## src/hw/rtl/assert_macros.svh

```systemverilog
// assertion helpers, compiled out when SYNTH is set
`ifndef ASSERT_MACROS_SVH
`define ASSERT_MACROS_SVH
`ifndef SYNTH
`define BBL_ASSERT(lbl, prop, msg) \
  lbl: assert property (@(posedge clk_i) disable iff (!rst_ni) (prop)) else $error(msg);
`define BBL_ASSERT_IMP(lbl, ante, cons, msg) \
  lbl: assert property (@(posedge clk_i) disable iff (!rst_ni) (ante) |-> (cons)) else $error(msg);
`else
`define BBL_ASSERT(lbl, prop, msg)
`define BBL_ASSERT_IMP(lbl, ante, cons, msg)
`endif
`endif

```

## src/hw/rtl/bbl_pkg.sv

```systemverilog
package bbl_pkg;

  localparam int MAX_WIDTH_DEF  = 1024;
  localparam int MAX_RADIUS_DEF = 7;
  localparam int MAX_HEIGHT     = 4096;
  localparam int HW             = 13;
  localparam int CFG_W          = 13;

  typedef enum logic [1:0] {
    REG_WIDTH  = 2'd0,
    REG_HEIGHT = 2'd1,
    REG_RADIUS = 2'd2,
    REG_NONE   = 2'd3
  } cfg_idx_e;

  typedef enum logic [0:0] {
    KIND_PIXEL = 1'b0,
    KIND_FLUSH = 1'b1
  } kind_e;

  typedef enum logic [2:0] {
    ST_IDLE,
    ST_SETUP,
    ST_START,
    ST_ACC,
    ST_DRAIN,
    ST_DIV_INIT,
    ST_DIV_WAIT,
    ST_OUT
  } state_e;

  typedef struct packed {
    logic       kind;
    logic [7:0] red_in;
    logic [7:0] green_in;
    logic [7:0] blue_in;
  } pix_in_t;

  typedef struct packed {
    logic [7:0] red_out;
    logic [7:0] green_out;
    logic [7:0] blue_out;
    logic       frame_last;
  } pix_out_t;

  typedef struct packed {
    logic       done;
    logic [7:0] quo;
  } div_status_t;

endpackage

```

## src/hw/rtl/bbl_div.sv

```systemverilog
module bbl_div #(
  parameter int NW = 18
) (
  input  logic                  clk_i,
  input  logic                  rst_ni,
  input  logic                  start_i,
  input  logic [NW-1:0]         num_i,
  input  logic [NW-1:0]         den_i,
  output bbl_pkg::div_status_t  status_o
);
  import bbl_pkg::*;

  logic          busy_q;
  logic [2:0]    step_q;
  logic [NW-1:0] rem_q;
  logic [NW+6:0] dsh_q;
  logic [6:0]    quo_q;
  logic          fits;

  assign fits = (NW+7)'(rem_q) >= dsh_q;

  always_ff @(posedge clk_i or negedge rst_ni) begin
    if (!rst_ni) begin
      busy_q <= 1'b0;
      step_q <= '0;
    end else if (start_i) begin
      busy_q <= 1'b1;
      step_q <= '0;
    end else if (busy_q) begin
      step_q <= step_q + 3'd1;
      if (step_q == 3'd7) begin
        busy_q <= 1'b0;
      end
    end
  end

  always_ff @(posedge clk_i) begin
    if (start_i) begin
      rem_q <= num_i;
      dsh_q <= {den_i, 7'b0};
    end else if (busy_q) begin
      if (fits) begin
        rem_q <= rem_q - dsh_q[NW-1:0];
      end
      dsh_q <= dsh_q >> 1;
      quo_q <= {quo_q[5:0], fits};
    end
  end

  assign status_o.done = busy_q && (step_q == 3'd7);
  assign status_o.quo  = {quo_q, fits};
endmodule

```

## config.mk

```make
export PLATFORM = sky130hd
export DESIGN_NAME = bbl_div
export DESIGN_NICKNAME = d
export VERILOG_FILES = /design/src/hw/rtl/assert_macros.svh /design/src/hw/rtl/bbl_pkg.sv /design/src/hw/rtl/bbl_div.sv
export SDC_FILE = /design/constraint.sdc
export NUM_CORES = 1
export LEC_CHECK = 0
export BUFFER_PORTS_ARGS = -buffer_cell sky130_fd_sc_hd__buf_4
export CAP_MARGIN = 20
export CORE_UTILIZATION = 40
export DETAILED_ROUTE_END_ITERATION = 7
export GPL_ROUTABILITY_DRIVEN = 0
export PLACE_DENSITY = 0.62
export SETUP_SLACK_MARGIN = 0.4
export SYNTH_ARGS = -nofsm -noshare
export SYNTH_HDL_FRONTEND = slang
export SYNTH_SLANG_ARGS = --single-unit
```

## constraint.sdc

```tcl
create_clock -name clk_i -period 3.3 [get_ports clk_i]
set_input_delay 0.165 -clock clk_i [delete_from_list [all_inputs] [get_ports clk_i]]
set_output_delay 0.165 -clock clk_i [all_outputs]
set_load 0.1 [all_outputs]
```

Yosys cells after proc, flatten, opt, wreduce, memory -nomap -nowiden
Index checks and enable logic that the tools add are counted.
Widths: inputs -> output; s select.
{"block": "word_totals", "ff_bits": 54, "inputBits": 39, "output_inout_bits": 9, "elab_cells": 26}
{"block": "classes", "addsub": 2, "magnitude_cmp": 1, "eq_ne": 1, "n_mux": 10, "bitwise": 1, "reduce_logical": 5}
{"op": "$mux 18", "count": 3}
{"op": "$mux 25", "count": 2}
{"op": "$ge 18x25->1", "count": 1}
{"op": "$sub 18x18->18", "count": 1}
{"op": "$mux 3", "count": 2}
{"op": "$reduce_and 2->1", "count": 2}
{"op": "$reduce_bool 2->1", "count": 2}
{"op": "$add 3x1->3 const B", "count": 1}
{"op": "$eq 3x3->1 const B", "count": 1}
{"op": "$mux 1", "count": 3}
{"op": "$logic_and 1x1->1", "count": 1}
{"op": "$not 1->1", "count": 1}

Logic depth before layout (Yosys ltp)
{"block": "depth", "ltp_word": 4, "depth_mapped": 9, "ltp_nobuf": 9}

Worst setup path after synthesis
Ideal clock, no wire load.
{"block": "synth_path", "kind": "reg-to-reg", "start": "register rem_q[12]", "end": "register rem_q[0], enable pin", "setup_time_ps": 434, "t_arrival_ps": 2277, "required_time_ps": 2866, "setup_slack_ps": 588, "stages_incl_launch_ff": 8, "n_path_buf": 0, "path_cell_list": "edfxtp_1 -> ha_1 -> a21o_1 -> o21bai_1 -> a221oi_1 -> o21ai_0 -> o2111ai_1 -> nand3_1"}
{"block": "synth_between", "elab_chain_cells": 3}
{"element": "start: declaration", "line_no": "bbl_div.sv:15", "source": "logic [NW-1:0] rem_q;"}
{"element": "start signal: assignment", "line_no": "bbl_div.sv:39", "source": "rem_q <= num_i;"}
{"element": "start signal: assignment", "line_no": "bbl_div.sv:43", "source": "rem_q <= rem_q - dsh_q[NW-1:0];"}
{"element": "$ge 18x25->1", "line_no": "bbl_div.sv:20", "source": "assign fits = (NW+7)'(rem_q) >= dsh_q;"}
{"element": "$reduce_bool 2->1 (no line)"}
{"element": "$reduce_and 2->1 (no line)"}
Every way passes these cells.
A chain may end at the register's enable or synchronous reset.

==> metrics.md <==
| Metric | Value |
|---|---|
| Placed cell areas | 0.00368 mm^2 |
| Mean Syn Cell Area | 10.4 um^2 |
| Clk slew on worst S/H paths | 100 ps |
| Critical path's top delay family | simple AND/OR/NAND/NOR gates |
| Leakage | 1.61 nW |
| Initial antenna violation count | 0 |
| DR vias | 2474 |
| Min cycle time layout | 2730 ps |
| Chip width | 91.7 um |
| VDD IR max | 0.324 mV |
| Final Hold Viols | 0 |
| Num CTS Buffers | 5 |
| Cell Rows | 32 |
| RSZ-0062 raised after global routing | no |
| Mapped Nets | 371 |
| Setup Skew | 4.47 ps |
| First-pass GRT wire length | 11.6 mm |
| Gr ovfl total | 0 |
| Post-synthesis sequential area ratio | 47.5% |
| Netlist cell types | 54 |
| Core area | 0.00777 mm^2 |
| Capture point of the worst path | status_o[0] |
| Critical Path Stages | 7 |
| Die height | 91.7 um |
| IO Port Bufs | 47 |
| Worst path arrival time | 2570 ps |
| Routed wire length per instance | 15.6 um |
| DP HPWL | 5.19 mm |
| Largest net degree at the start of global routing | 73 |
| Routed wire length | 7.18 mm |
| Cell Area, Synth | 0.00322 mm^2 |
| Critical R2R Capture | rem_q[0]$_DFFE_PP_ |
| Total Routing Usage GR | 17.8% |
| Worst min path class | in -> reg |
| Clk_lat worst skew | 310 ps |
| CP Cell Sequence | ha_1 > nand3_2 > or4_1 > a311oi_2 > o211ai_1 > nand2_2 > buf_12 |
| Layout cells sized above 1 | 20.9% |
| Worst Path Max Fanout | 5 |
| Io pins | 48 |
| Crit. Startpoint | rem_q[11]$_DFFE_PP_ |
| Fin area | 0.00385 mm^2 |
| Setup TNS | 0 ps |
| CP Data Required Time | 3130 ps |
| Worst setup SP type | register |
| CTS tree | yes |
| Worst r2r src | rem_q[11]$_DFFE_PP_ |
| Detailed-router iteration count before antenna repair | 4 |
| Post-CTS Setup Bufs | 0 |
| DRC viols | 0 |
| CTS max path bufs | 2 |
| Worst slew margin | 51.6% |
| Crit Path Class | reg -> out |
| Die footprint | 0.00842 mm^2 |
| H-tree levels | 2 |
| CP endpoint kind | primary output |
| Synth warn | 0 |
| Post-synth EDFFs | 43 |
| FF+latch count, synth | 54 |
| Fin crit share | 82.8% |
| # clock sinks | 54 |
| PD cells | 515 mW/mm^2 |
| Flop-to-flop setup slack | 650 ps |
| Drt via density | 5.38 |
| Fin. max-slew vios | 0 |
| # nets final | 417 |
| Initial Util | 41.5% |
| Area grow syn2layout | 19.5% |
| Max stage delay on crit path | 530 ps |
| DRT iter0 DRCs | 106 |
| Antenna viol nets, final | 0 |
| Worst path slowest cell | or4_1 |
| Gate Count Post-Synth | 311 |
| Max-cap violations | 0 |
| R2R cell count | 7 |
| Worst-Margin Slew | 726 ps |
| Synth async-reset ratio | 7.41% |
| Status | finished clean |
| Total Power | 1.98 mW |
| Worst path bufs/invs | 1 |
| Top FF cell, synth | edfxtp_1 |
| Vias in the first global route | 2296 |
| Finish-stage setup viols | 0 |
| CTS root buffer | clkbuf_8 |
| N_diodes | 0 |
| Fmax | 366 MHz |
## logic make-up after synthesis
group           synth area share [%]
fa+ha+maj                       8.39
simple gates                    14.7
xor+xnor                        1.63
mux                             4.08
compound gates                  19.1
flops                           47.5
buf+inv                         4.54
## sequential cells by signal (all words and copies together) (netlist names)
signal,count
dsh_q,25
quo_q,7
step_q,3
rem_q,18
busy_q,1
## through the flow
stage / utilization (%) / hold slack (ps) / setup WS, ps / std cells
6_report: 49.6 / 114 / 568 / 460
5_1_grt: 49.6 / 122 / 405 / 460
4_1_cts: 49.0 / 114 / 454 / 460
3_5_place_dp: 47.4 / -34.6 / 651 / 451
3_3_place_gp: 47.4 / -36.0 / 708 / 451
2_1_floorplan: - / -131 / 588 / 311
## report_power, final
group | internal, mW | switching [mW] | leakage (nW)
clock | 0.227 | 0.225 | 0.0514
combinational | 0.286 | 0.390 | 1.01
sequential | 0.825 | 0.0307 | 0.551
total | 1.34 | 0.646 | 1.61
## how the worst min path moves through the flow
stage	start	to	slack [ps]	cells past startpoint
floorplan	rst_ni	busy_q$_DFF_PN0_	-130	0
global placement	rst_ni	step_q[2]$_DFFE_PN0P_	-40	1
detailed placement	rst_ni	step_q[2]$_DFFE_PN0P_	-30	1
CTS	num_i[5]	rem_q[5]$_DFFE_PP_	110	3
global route	num_i[6]	rem_q[6]$_DFFE_PP_	120	2
finish	num_i[5]	rem_q[5]$_DFFE_PP_	110	3
## layer usage
layer | GRT usage (%) | up-vias | wire, um
met5 | 0 | - | 0
met4 | 5.86 | 0 | 105
met3 | 2.99 | 8 | 222
met2 | 26.3 | 42 | 3220
met1 | 26.5 | 1175 | 3630
li1 | - | 1249 | -
## worst register-to-register path: stages (launching register included)
cell and delay, ps:
edfxtp_1 380, ha_1 400, nand3_2 110, or4_1 530
a311oi_2 350, o2111ai_1 140, nand3_1 130, buf_4 290
## cell usage in the layout, fill, tap and decap left out, drive strengths merged, types with 2 or more instances in the layout
cell type	synthesis	layout
edfxtp	43	43
a311oi	2	2
a31oi	3	3
nor2b	2	2
or4b	2	2
o211ai	3	3
nand2	33	33
nand3	8	8
or4	2	2
ha	20	20
dfrtp	4	4
mux2i	12	12
buf	5	51
nor3b	3	3
o21ai	15	15
a211oi	7	7
and2	2	2
a21o	5	5
a21oi	5	5
nor4b	2	2
a2111oi	3	3
o21bai	2	2
nor2	31	31
nor3	5	5
o31ai	10	10
xnor2	5	5
inv	25	25
o21a	8	8
clkbuf	8	6
a22o	9	9
nand4	3	3
dfxtp	7	7
o22ai	3	3
o31a	2	2
## final cells by class
class                   instances  area, um^2
inverters                      25        93.8
flip-flops and latches         54        1530
well taps                     102         128
repair buffers                 52         405
clock inverters                 2        37.5
fillers                       745        3920
multi-input cells             219        1580
clock buffers                   6        72.6
## synthesized netlist by cell type, types with 2 or more instances
cell       count  area [um^2]
edfxtp_1      43         1290
nand2_1       33          124
nor2_1        31          116
inv_1         25         93.8
ha_1          20          250
o21ai_0       15         75.1
mux2i_1       12          120
a22o_1         9         78.8
o31ai_1        9         67.6
clkbuf_1       8         30.0
o21a_1         8         60.1
a211oi_1       7         52.6
dfxtp_1        7          140
nand3_1        7         35.0
a21o_1         5         37.5
a21oi_1        5         25.0
nor3_1         5         25.0
xnor2_1        5         43.8
buf_1          4         15.0
dfrtp_1        4          100
a31oi_1        3         18.8
nand4_1        3         18.8
nor3b_1        3         22.5
o22ai_1        3         18.8
a2111oi_0      2         17.5
and2_1         2         12.5
nor4b_1        2         17.5
o211ai_1       2         15.0
o21bai_1       2         15.0
or4_1          2         15.0
or4b_1         2         20.0
## timing repair
item                                    CTS  global route
endpoints found under the setup margin    1             1
hold buffers                              1             0
endpoints found under the hold margin     4             0
pin swaps                                 0             2
resized for setup                         1            11
Power figures use the tool's default switching activity.
